<file path="src/rtl/mfrf_pkg.sv">
package mfrf_pkg;

   localparam int DISPLAY_WIDTH  = 200;
   localparam int DISPLAY_HEIGHT = 200;
   localparam int FRAME_BYTES    = (DISPLAY_WIDTH * DISPLAY_HEIGHT) / 8;

   localparam int MEM_AW = (FRAME_BYTES > 1) ? $clog2(FRAME_BYTES) : 1;
   localparam int COL_W  = $clog2(DISPLAY_WIDTH + 1);
   localparam int ROW_W  = $clog2(DISPLAY_HEIGHT + 1);
   localparam int CB_W   = COL_W - 3;
   localparam int PIX_W  = $clog2(DISPLAY_WIDTH * DISPLAY_HEIGHT) + 1;
   localparam int SUM_W  = PIX_W;

   localparam logic [7:0] WHITE_BYTE = 8'hFF;
   localparam logic [2:0] BIT_MSB    = 3'd7;

   localparam logic [1:0] FUNC_CLEAR = 2'd0;
   localparam logic [1:0] FUNC_FILL  = 2'd1;
   localparam logic [1:0] FUNC_READ  = 2'd2;

   typedef struct packed {
      logic signed [9:0] x;
      logic signed [9:0] y;
      logic [8:0]        width;
      logic [8:0]        height;
   } rect_type;

   typedef struct packed {
      logic              valid;
      logic [MEM_AW-1:0] addr;
      logic [7:0]        mask;
   } walk_op_type;

   typedef struct packed {
      logic              en;
      logic [MEM_AW-1:0] addr;
   } mem_rd_type;

   typedef struct packed {
      logic              en;
      logic [MEM_AW-1:0] addr;
      logic [7:0]        data;
   } mem_wr_type;

endpackage

</file>
<file path="src/rtl/mfrf_walker.sv">
module mfrf_walker (
   input  logic                  clock,
   input  logic                  reset,
   input  logic                  start,
   input  mfrf_pkg::rect_type    rect,
   output mfrf_pkg::walk_op_type op,
   output logic                  busy
);

   localparam int COL_W = mfrf_pkg::COL_W;
   localparam int ROW_W = mfrf_pkg::ROW_W;
   localparam int CB_W  = mfrf_pkg::CB_W;
   localparam int PIX_W = mfrf_pkg::PIX_W;
   localparam int SUM_W = mfrf_pkg::SUM_W;

   localparam logic signed [10:0] WIDTH_S  = 11'(mfrf_pkg::DISPLAY_WIDTH);
   localparam logic signed [10:0] HEIGHT_S = 11'(mfrf_pkg::DISPLAY_HEIGHT);

   localparam logic [1:0] PH_IDLE = 2'd0;
   localparam logic [1:0] PH_BASE = 2'd1;
   localparam logic [1:0] PH_RUN  = 2'd2;

   logic [1:0]       ph_ff, ph_in;
   logic [COL_W-1:0] x0_ff, x0_in;
   logic [COL_W-1:0] xl_ff, xl_in;
   logic [ROW_W-1:0] y_ff, y_in;
   logic [ROW_W-1:0] yl_ff, yl_in;
   logic [CB_W-1:0]  col_ff, col_in;
   logic [PIX_W-1:0] row_pix_ff, row_pix_in;

   logic signed [10:0] x_end, y_end, x_lo, y_lo, x_hi, y_hi, x_last, y_last;
   logic               empty;
   logic [CB_W-1:0]    col_first, col_last;
   logic [SUM_W-1:0]   byte_sum;
   logic [7:0]         lo_mask, hi_mask;

   always_comb begin
      x_end  = $signed({rect.x[9], rect.x}) + $signed({2'b00, rect.width});
      y_end  = $signed({rect.y[9], rect.y}) + $signed({2'b00, rect.height});
      x_lo   = rect.x[9] ? 11'sd0 : $signed({rect.x[9], rect.x});
      y_lo   = rect.y[9] ? 11'sd0 : $signed({rect.y[9], rect.y});
      x_hi   = (x_end > WIDTH_S) ? WIDTH_S : x_end;
      y_hi   = (y_end > HEIGHT_S) ? HEIGHT_S : y_end;
      x_last = x_hi - 11'sd1;
      y_last = y_hi - 11'sd1;
      empty  = (x_hi <= x_lo) || (y_hi <= y_lo);
   end

   assign col_first = x0_ff[COL_W-1:3];
   assign col_last  = xl_ff[COL_W-1:3];
   assign byte_sum  = SUM_W'(row_pix_ff[PIX_W-1:3]) + SUM_W'(col_ff);
   assign lo_mask   = (col_ff == col_first) ? (8'hFF >> x0_ff[2:0]) : 8'hFF;
   assign hi_mask   = (col_ff == col_last)
                      ? 8'(8'hFF << (mfrf_pkg::BIT_MSB - xl_ff[2:0])) : 8'hFF;

   always_comb begin
      op.valid = (ph_ff == PH_RUN) && (byte_sum < SUM_W'(mfrf_pkg::FRAME_BYTES));
      op.addr  = byte_sum[mfrf_pkg::MEM_AW-1:0];
      op.mask  = lo_mask & hi_mask;
   end

   assign busy = (ph_ff != PH_IDLE);

   always_comb begin
      ph_in      = ph_ff;
      x0_in      = x0_ff;
      xl_in      = xl_ff;
      y_in       = y_ff;
      yl_in      = yl_ff;
      col_in     = col_ff;
      row_pix_in = row_pix_ff;
      case (ph_ff)
         PH_IDLE: begin
            if (start) begin
               x0_in = x_lo[COL_W-1:0];
               xl_in = x_last[COL_W-1:0];
               y_in  = y_lo[ROW_W-1:0];
               yl_in = y_last[ROW_W-1:0];
               ph_in = empty ? PH_IDLE : PH_BASE;
            end
         end
         PH_BASE: begin
            row_pix_in = PIX_W'(y_ff * mfrf_pkg::DISPLAY_WIDTH);
            col_in     = col_first;
            ph_in      = PH_RUN;
         end
         PH_RUN: begin
            if (col_ff == col_last) begin
               if (y_ff == yl_ff) begin
                  ph_in = PH_IDLE;
               end else begin
                  y_in       = y_ff + ROW_W'(1);
                  row_pix_in = row_pix_ff + PIX_W'(mfrf_pkg::DISPLAY_WIDTH);
                  col_in     = col_first;
               end
            end else begin
               col_in = col_ff + CB_W'(1);
            end
         end
         default: begin
            ph_in = PH_IDLE;
         end
      endcase
   end

   always_ff @(posedge clock) begin
      if (reset) begin
         ph_ff <= PH_IDLE;
      end else begin
         ph_ff <= ph_in;
      end
      x0_ff      <= x0_in;
      xl_ff      <= xl_in;
      y_ff       <= y_in;
      yl_ff      <= yl_in;
      col_ff     <= col_in;
      row_pix_ff <= row_pix_in;
   end

endmodule

</file>
<file path="config.mk">
export PLATFORM = sky130hd
export DESIGN_NAME = mfrf_walker
export DESIGN_NICKNAME = d
export VERILOG_FILES = /design/src/rtl/mfrf_pkg.sv /design/src/rtl/mfrf_walker.sv
export SDC_FILE = /design/constraint.sdc
export NUM_CORES = 1
export LEC_CHECK = 0
export BUFFER_PORTS_ARGS = -buffer_cell sky130_fd_sc_hd__buf_2
export CAP_MARGIN = 15
export CORE_ASPECT_RATIO = 1.75
export CORE_UTILIZATION = 65
export CTS_CLUSTER_DIAMETER = 200
export CTS_CLUSTER_SIZE = 30
export DETAILED_ROUTE_END_ITERATION = 10
export PLACE_DENSITY = 0.91
export SLEW_MARGIN = 20
export SYNTH_ARGS = -nofsm -noshare
export SYNTH_HDL_FRONTEND = slang
export SYNTH_SLANG_ARGS = --single-unit
export TNS_END_PERCENT = 100
</file>
<file path="constraint.sdc">
create_clock -name clock -period 13.5 [get_ports clock]
set_clock_uncertainty 0.1 [all_clocks]
set_input_delay 2.7 -clock clock [delete_from_list [all_inputs] [get_ports clock]]
set_output_delay 2.7 -clock clock [all_outputs]
set_load 0.005 [all_outputs]
</file>
* Word level (Yosys, flattened, before mapping) *
Index checks and enable logic that the tools add are counted.

storage, ports and cells
  logic and storage cells = 67
  RAM bits = 0
  memory bits (read-only) = 0
  bits in latches = 0
  memories = 0
  output and inout port bits = 23
  register bits = 56

operators by class
  magnitude comparators = 5
  multiply operators = 1
  mux-type cells = 21
  bitwise operators = 1
  reductions and logical operators = 11
  div/mod/pow operators = 0
  $add $sub $neg = 9
  shift-type cells = 2
  eq/ne operators = 10

operators with widths
  kind                                                                     number
  8-bit 2-to-1 mux                                                         5
  17-bit 2-to-1 mux                                                        2
  17-bit case mux with 2 select lines                                      1
  10-bit by 10-bit adder with 11-bit output                                2
  11-bit by 9-bit > comparator with 1-bit output (second input constant)   2
  11-bit by 10-bit less-or-equal comparator with 1-bit output              2
  11-bit 2-to-1 mux                                                        2
  9-bit 2-to-1 mux                                                         2
  17-bit by 8-bit adder with 17-bit output (second input constant)         1
  8-bit case mux with 2 select lines                                       1
  8-bit by 2-bit subtractor with 8-bit output (second input constant)      2
  14-bit by 5-bit adder with 15-bit output                                 1
  15-bit by 13-bit < comparator with 1-bit output (second input constant)  1
  8-bit by 5-bit multiplier with 13-bit output (second input constant)     1
  5-bit == test                                                            2
  5-bit 2-to-1 mux                                                         2
  5-bit case mux with 2 select lines                                       1
  8-bit by 1-bit adder with 8-bit output (second input constant)           1
  8-bit bitwise AND                                                        1
  8-bit == test                                                            1
  8-bit by 3-bit << shifter with 8-bit output (first input constant)       1
  8-bit by 3-bit >> shifter with 8-bit output (first input constant)       1
  2-bit 2-to-1 mux                                                         3
  2-bit inequality test (second input constant)                            3
  other kinds (15)                                                         19

* Longest topological paths before layout *
Gate-level depths: netlist of run 1.

  depth in word-level cells = 8
  mapped depth = 23

* Worst setup path after synthesis of run 1 *
Ideal clock, no wire load.

  path kind = input -> register
  start = input rect[0] in the netlist's numbering
  end = register ph_ff[0]
  path slack = 6.747 ns
  data arrival time = 6.528 ns
  data required time = 13.276 ns
  cell stages on the path = 23
  setup time = 0.124 ns
  path buffers = 1
  cells stage by stage = ha_1 -> inv_1 -> fa_1 -> nor2b_1 -> o21a_1 -> or4_1 -> nand3_1 -> a221oi_1 -> a21oi_2 -> or2_1 -> buf_2 -> nand2b_1 -> inv_1 -> ha_1 -> nor2b_1 -> o211a_1 -> o31ai_1 -> a21boi_0 -> a2111oi_0 -> a21oi_1 -> a221o_1 -> o2111ai_1 -> o31ai_2

between the ends
  cells in the longest elaborated chain, start to end = 8

RTL lines
  item                                                           RTL line            source
  start: declaration                                             mfrf_walker.sv:5    input mfrf_pkg::rect_type rect,
  10-bit by 10-bit adder with 11-bit output *                    mfrf_walker.sv:39   y_end = $signed({rect.y[9], rect.y}) + $signed({2'b00, rect.height});
  11-bit by 9-bit > comparator with 1-bit output                 mfrf_walker.sv:43   y_hi = (y_end > HEIGHT_S) ? HEIGHT_S : y_end;
  11-bit 2-to-1 mux *                                            mfrf_walker.sv:43
  11-bit by 10-bit less-or-equal comparator with 1-bit output *  mfrf_walker.sv:46   empty = (x_hi <= x_lo) || (y_hi <= y_lo);
  1-bit logical OR *                                             mfrf_walker.sv:46
  1-bit 2-to-1 mux *                                             mfrf_walker.sv:79   ph_in = empty ? PH_IDLE : PH_BASE;
  2-bit 2-to-1 mux *                                             mfrf_walker.sv:74   if (start) begin
  2-bit case mux with 3 select lines *                           mfrf_walker.sv:72   case (ph_ff)
  end signal: assignment                                         mfrf_walker.sv:110  ph_ff <= ph_in;
  end: declaration                                               mfrf_walker.sv:23   logic [1:0] ph_ff, ph_in;

Mark *: on every way between the ends. The rest lies on a longest branch, timed or not. The select of a mux whose other input is x is not followed.
A chain may end at the register's enable or synchronous reset.

* Worst setup path in the final report of run 1 *
  start = input rect[18] in the netlist's numbering
  end = register ph_ff[0]

between the ends
  cells in the longest elaborated chain, start to end = 8
  elaborated cells on any way between the ends = 9

RTL lines
  item                                                           RTL line
  10-bit by 10-bit adder with 11-bit output                      mfrf_walker.sv:39
  11-bit by 9-bit > comparator with 1-bit output                 mfrf_walker.sv:43
  11-bit 2-to-1 mux                                              mfrf_walker.sv:43
  11-bit by 10-bit less-or-equal comparator with 1-bit output *  mfrf_walker.sv:46
  1-bit logical OR *                                             mfrf_walker.sv:46
  1-bit 2-to-1 mux *                                             mfrf_walker.sv:79
  2-bit 2-to-1 mux *                                             mfrf_walker.sv:74
  2-bit case mux with 3 select lines *                           mfrf_walker.sv:72

Marked as above.

==> metrics.md, run 1 <==
| Metric | Value |
|---|---|
| Outcome | `finished, final reports clean` |
| Reg power frac | `roughly 35%` |
| Period minus WS final | `a little over 7 ns` |
| Row count | `44` |
| Post_cts resized | `0` |
| Req. time, crit path | `between 10 and 15 ns` |
| Layout cells sized above 1 | `between 10% and 20%` |
| Synth Flop Type | `edfxtp_1` |
| Synth Warn # | `0` |
| DRC viols | `0` |
| # fillers | `605` |
| Seq/Total Area, Yosys | `27.62%` |
| Worst Setup Start Kind | `input pin` |
| Crit path largest cell delay | `between 0.4 and 0.5 ns` |
| Slew @ Worst Pin | `around 1 ns` |
| Die Wd | `between 70 and 80 um` |
| Drt via density | `roughly 6.1` |
| Post-cts hold buffer count | `0` |
| Initial Utilization | `about two thirds` |
| TritonRoute pass-1 iters | `5` |
| Hold Path Class | `flip-flop to flip-flop` |
| Number of setup violations in the final report | `0` |
| DP Worst Slack | `6.177 ns` |
| CTS tree | `yes` |
| Number of distinct library cells after synthesis | `74` |
| Worst hold margin | `around 0.44 ns` |
| Crit-path slowest cell | `a2111oi_0` |
| Die area | `~0.009 sq mm` |
| Number of diodes | `0` |
| Max Freq | `about 0.14 GHz` |
| R2R setup slack | `slightly below 10 ns` |
| FFs w/ async S/R, synth | `0%` |
| Fin util | `between 70% and 80%` |
| Core area | `about 0.0084 sq mm` |
| Max-Cap Viols | `0` |
| Clock Pin Slew Worst Setup and Hold Paths | `around 0.070 ns` |
| GP Congestion | `around 0.94` |
| Slew headroom | `approximately a third` |
| Post-synth EDFFs | `51` |
| Worst-path maximum fanout | `8` |
| Via count | `around 5000` |
| Cells after Synth | `631` |
| Net Sw Power | `about 0.25 mW` |
| Final Max Slew Viols | `0` |
| P&R area growth vs syn | `9.675%` |
| Sink Count | `53` |
| Initial DRC count | `227` |
| CTS Buf Count | `5` |
| Antenna-violating nets left | `0` |
| Most common cell after layout, fill and taps aside | `ha_1` |
| Fin crit share | `a little over half` |
| Worst Path Arrival | `between 7 and 8 ns` |
| Ports | `64` |
| Synth Register Bits | `53` |
| CP endpoint kind | `flip-flop` |
| Clk buf depth | `2` |
| IO Port Bufs | `63` |
| Leakage | `approximately 2.6 nW` |
| Clock root buffer | `clkbuf_16` |
| Most frequent cells in the layout | `73 x ha_1, 63 x buf_2, 58 x nand2_1, 52 x xnor2_1, 51 x edfxtp_1` |
| Total number of H-tree levels | `2` |
| Switch share | `37.47%` |
| Post-synthesis area per instance | `~9.0 sq um` |
| Die Y-Extent | `around 130 um` |
| Unrepaired setup endpoints after global routing | `no` |
| Nets | `just over 800` |
| Dpl hpwl | `between 9000 and 10000 um` |
| Crit-path cells | `buf_2, ha_1, inv_1, fa_1, nor2b_1, o21a_1, or4_1, nand3_1, a221oi_1, a21oi_2, or2_1, nand2b_1, inv_1, ha_1, nor2b_1, o211a_1, o31ai_1, a21boi_0, a2111oi_0, a21oi_1, a221o_1, o2111ai_1, o31ai_2` |
| Cell Area, Synth | `0.005690 sq mm` |
| Combinational power share | `between 40% and 50%` |
| First-pass GRT wire length | `20670 um` |
| Number of hold violations in the final report | `0` |
| Setup TNS | `0 ns` |
| Worst VDD drop | `a little under 60 uV` |
| Worst-skew pair later-pin latency | `0.30 ns` |
| Global route total overflow | `0` |
| Vias in the first global route | `slightly below 5000` |
| Initial antenna violation count | `0` |
| Final worst slack | `~6.4 ns` |
| Syn_nets | `between 700 and 800` |
| Pwr Density | `around 110 mW/mm^2` |
| Total Wirelength | `12460 um` |
| P_int | `0.4117 mW` |
| Total track usage | `between 20% and 30%` |
| Largest net degree at the start of global routing | `44` |
| Clk pwr share | `between 10% and 20%` |
| WS Path Type | `input pin to flip-flop` |
| Postcts setup bufs | `0` |
| DR WL/cell | `15.53 um` |
[synthesized netlist by cell type, drive strengths merged, types with 6 or more instances]
master,instances,area (sq um)
a211oi,8,90.09
a21oi,37,188.9
and2,9,56.30
clkbuf,11,41.29
edfxtp,51,1531
fa,6,120.1
ha,73,913.4
inv,45,168.9
nand2,58,217.7
nand2b,17,106.4
nand3,20,105.1
nand4,10,62.56
nor2,49,186.4
nor2b,14,95.09
nor3,11,65.06
nor3b,6,45.04
o21a,9,67.56
o21ai,32,160.2
o21bai,7,52.55
xnor2,54,499.2
xor2,29,261.5
[critical path, delay by kind of cell]
kind / cells / cell delay (ns)
buf+inv: 3 / 0.23
compound gates: 11 / 2.41
fa+ha+maj: 3 / 0.86
simple gates: 6 / 1.02
[layer usage]
layer / vias up / share of wire (%) / global-route usage, % / routed length (um)
li1: 2360 / - / - / -
met5: - / 0 / 0 / 0
met2: 156 / 55 / 54.92 / 6880
met3: 51 / 3.4 / 2.880 / 418
met1: 2293 / 36 / 28.90 / 4535
met4: 0 / 5.0 / 15.57 / 624
[final cells by class]
class	count	area, sq um	area share (%)
Multi-Input combinational cell	516	3876	62.11
Sequential cell	53	1572	25.18
Timing Repair Buffer	64	322.8	5.172
Inverter	46	172.7	2.767
Tap cell	115	143.9	2.306
Clock buffer	5	125.1	2.005
Clock inverter	3	28.78	0.4611
[path summary, 6_finish.rpt]
| kind | start | endpoint | depth (start not counted) |
|---|---|---|---|
| setup / recovery | rect[18] | ph_ff[0] | 23 |
| hold / removal | ph_ff[0] | ph_ff[0] | 2 |
| setup reg to reg | y_ff[3] | row_pix_ff[15] | 15 |
| hold reg to reg | ph_ff[0] | ph_ff[0] | 2 |
[power groups by stage]
stage	registers, mW	logic (mW)	clock network, mW
after global placement	0.234	0.274	0
final	0.233	0.294	0.131
after CTS	0.232	0.292	0.131
after global routing	0.235	0.328	0.136
after floorplan	0.229	0.224	0
after detailed placement	0.235	0.286	0
[through the flow]
stage	power [mW]	instances	instance area (sq um)
after floorplan	0.4522	631	5690
after global placement	0.5076	794	6085
after detailed placement	0.5215	794	6085
after CTS	0.6558	802	6238
after global routing	0.6992	802	6241
final	0.6583	802	6241
[sequential cells by signal, indices dropped and copies added, names as in the netlist]
signal,flops
yl_ff,8
x0_ff,8
xl_ff,8
col_ff,5
ph_ff,2
y_ff,8
row_pix_ff,14
[logic make-up (layout without fill, tap and decap cells)]
| family | count (synthesis) | after routing | synth area share [%] |
|---|---|---|---|
| simple gates | 214 | 214 | 19.11 |
| compound gates | 131 | 131 | 15.74 |
| xor+xnor | 83 | 83 | 13.37 |
| fa+ha+maj | 79 | 79 | 18.16 |
| buf+inv | 62 | 118 | 4.309 |
| flops | 53 | 53 | 27.62 |
| mux | 9 | 9 | 1.693 |
No activity file was read; power rests on OpenSTA's default activity.
==> run 2: changes to the inputs <==
- CORE_UTILIZATION: 65 -> 55
- PLACE_DENSITY: 0.91 -> 0.83
- clock period: 13.5 -> 5.88 ns (I/O delays scaled with it)
==> metrics.md, run 2 (same netlist as run 1, synthesis figures left out) <==
| Metric | Value |
|---|---|
| Worst-skew pair later-pin latency | `~0.30 ns` |
| Worst Setup Start Kind | `input pin` |
| Dpl hpwl | `9774 um` |
| Number of hold violations in the final report | `0` |
| Ports | `64` |
| Worst Path Arrival | `5.68 ns` |
| Clock root buffer | `clkbuf_16` |
| CP top delay family | `compound AO/OA/AOI/OAI gates` |
| Pwr Density | `between 200 and 250 mW/mm^2` |
| Crit path largest cell delay | `a little over 0.6 ns` |
| Worst path depth | `21` |
| P&R area growth vs syn | `9.916%` |
| Reg2Reg Depth | `15` |
| Reg power frac | `~36%` |
| DRC viols | `0` |
| Initial DRC count | `between 200 and 300` |
| IO Port Bufs | `63` |
| Period minus WS final | `5.596 ns` |
| Worst hold margin | `0.4378 ns` |
| Die area | `between 0.01 and 0.015 sq mm` |
| Number of diodes | `0` |
| # fillers | `about 840` |
| Hold Path Class | `flip-flop to flip-flop` |
| Largest net degree at the start of global routing | `between 40 and 50` |
| Slew @ Worst Pin | `slightly below 1 ns` |
| Antenna-violating nets left | `0` |
| Setup TNS | `0 ns` |
| Unrepaired setup endpoints after global routing | `no` |
| Postcts setup bufs | `0` |
| Worst r2r src | `y_ff[2]` |
| Max-Cap Viols | `0` |
| Sink Count | `between 50 and 60` |
| Worst-path maximum fanout | `8` |
| Die Wd | `78.89 um` |
| Total track usage | `between 20% and 30%` |
| P_int | `approximately 0.94 mW` |
| Net Sw Power | `~0.55 mW` |
| Critical Path Start | `rect[0]` |
| Clk pwr share | `roughly 20%` |
| Drt via density | `around 5.8` |
| Worst r2r dst | `row_pix_ff[15]` |
| Initial Utilization | `57.08%` |
| Core area | `about 0.01 sq mm` |
| Slew headroom | `34.60%` |
| CP endpoint kind | `flip-flop` |
| Via count | `4686` |
| Number of setup violations in the final report | `0` |
| Nets | `about 800` |
| Vias in the first global route | `around 4700` |
| Total Wirelength | `between 10000 and 15000 um` |
| CTS tree | `yes` |
| Most flop-heavy register | `row_pix_ff` |
| Initial antenna violation count | `0` |
| Leakage | `roughly 2.6 nW` |
| Fin util | `a little over three fifths` |
| Crit-path cells | `buf_2, ha_1, inv_1, fa_1, nor2b_1, o31a_2, o221ai_1, nor3b_1, or2_1, nand2b_1, inv_1, ha_1, nor2b_1, o211a_1, o31ai_1, a21boi_0, a2111oi_1, a21oi_1, a221o_1, o2111ai_1, o31ai_2` |
| Combinational power share | `~44%` |
| Worst VDD drop | `163.5 uV` |
| Switch share | `a little under two fifths` |
| Req. time, crit path | `5.96 ns` |
| Most common cell after layout, fill and taps aside | `ha_1` |
| WS Path Type | `input pin to flip-flop` |
| Final Max Slew Viols | `0` |
| Outcome | `finished, final reports clean` |
| First-pass GRT wire length | `20150 um` |
| Clock Pin Slew Worst Setup and Hold Paths | `around 0.070 ns` |
| Max Freq | `approximately 0.18 GHz` |
| TritonRoute pass-1 iters | `5` |
| Row count | `between 40 and 50` |
| Finished Layout Cells | `812` |
| GP Congestion | `0.9070` |
| Bufs and invs on worst path | `3` |
| Number of flip-flops in the largest register | `14` |
| CTS Buf Count | `5` |
| DP Cell Count | `between 800 and 900` |
| CP Capture Point | `ph_ff[0]` |
| Clk buf depth | `2` |
| Crit-path slowest cell | `nor3b_1` |
| Total number of H-tree levels | `2` |
| Layout cells sized above 1 | `approximately 14%` |
| DR WL/cell | `roughly 15 um` |
| Post-cts hold buffer count | `0` |
| Fin crit share | `around 95%` |
| Most frequent cells in the layout | `73 x ha_1, 63 x buf_2, 58 x nand2_1, 52 x xnor2_1, 51 x edfxtp_1` |
| R2R setup slack | `2.24 ns` |
| Global route total overflow | `0` |
| Die Y-Extent | `around 140 um` |
==> run 2: cell counts in the layout (fill, tap and decap cells not counted) <==
Identical to the previous run, type by type.
==> run 2: per-stage QoR <==
stage	power, mW	instance area, sq um	setup WS [ns]
2_1_floorplan	1.038	5690	0.6515
3_5_place_dp	1.190	6097	0.07022
5_1_grt	1.604	6255	0.01601
6_report	1.494	6255	0.2838
4_1_cts	1.496	6251	0.3667
3_3_place_gp	1.161	6097	0.3434
==> run 2: repair_timing <==
action | CTS | global route
hold endpoints to repair | 0 | 0
resized for setup | 0 | 1
endpoints found under the setup margin | 0 | 1
==> run 2: layout make-up <==
cell class              instances  area, sq um  area share, %
clock buffers                   5        125.1          2.000
clock inverters                 3        28.78         0.4601
inverters                      46        172.7          2.761
well taps                     125        156.4          2.500
multi-input cells             516         3877          61.99
repair buffers                 64        322.8          5.161
flip-flops and latches         53         1572          25.13
==> run 2: worst register-to-register path: stages, from the launching register on <==
cell,delay [ns]
edfxtp_1,0.51
ha_1,0.35
ha_1,0.27
inv_1,0.05
fa_1,0.49
inv_1,0.04
ha_1,0.34
a21oi_1,0.16
nor2_1,0.05
nor2_1,0.17
o21bai_1,0.10
a21oi_1,0.24
o21bai_1,0.09
a21oi_1,0.18
xnor2_1,0.15
mux2i_1,0.09
==> run 2: metal layers <==
layer	track usage, %	routed length, um	up-vias	part of all wire [%]
met2	47.49	6946	101	58
li1	-	-	2361	-
met3	2.733	311	24	2.6
met5	0	0	-	0
met4	11.82	310	0	2.6
met1	22.24	4389	2200	37
==> run 2: power groups by stage <==
stage | logic [mW] | registers (mW) | clock network [mW]
6_report | 0.662 | 0.533 | 0.300
5_1_grt | 0.751 | 0.538 | 0.315
4_1_cts | 0.661 | 0.532 | 0.303
3_5_place_dp | 0.650 | 0.540 | 0
3_3_place_gp | 0.624 | 0.537 | 0
2_1_floorplan | 0.513 | 0.525 | 0
==> run 2: worst min-delay path by stage <==
stage | startpoint | end | slack (ns) | depth (start not counted)
finish | ph_ff[0] | ph_ff[0] | 0.44 | 2
global route | ph_ff[0] | ph_ff[0] | 0.47 | 2
CTS | ph_ff[0] | ph_ff[0] | 0.43 | 2
detailed placement | ph_ff[0] | ph_ff[0] | 0.42 | 2
global placement | ph_ff[1] | ph_ff[1] | 0.41 | 2
floorplan | ph_ff[1] | ph_ff[1] | 0.39 | 2
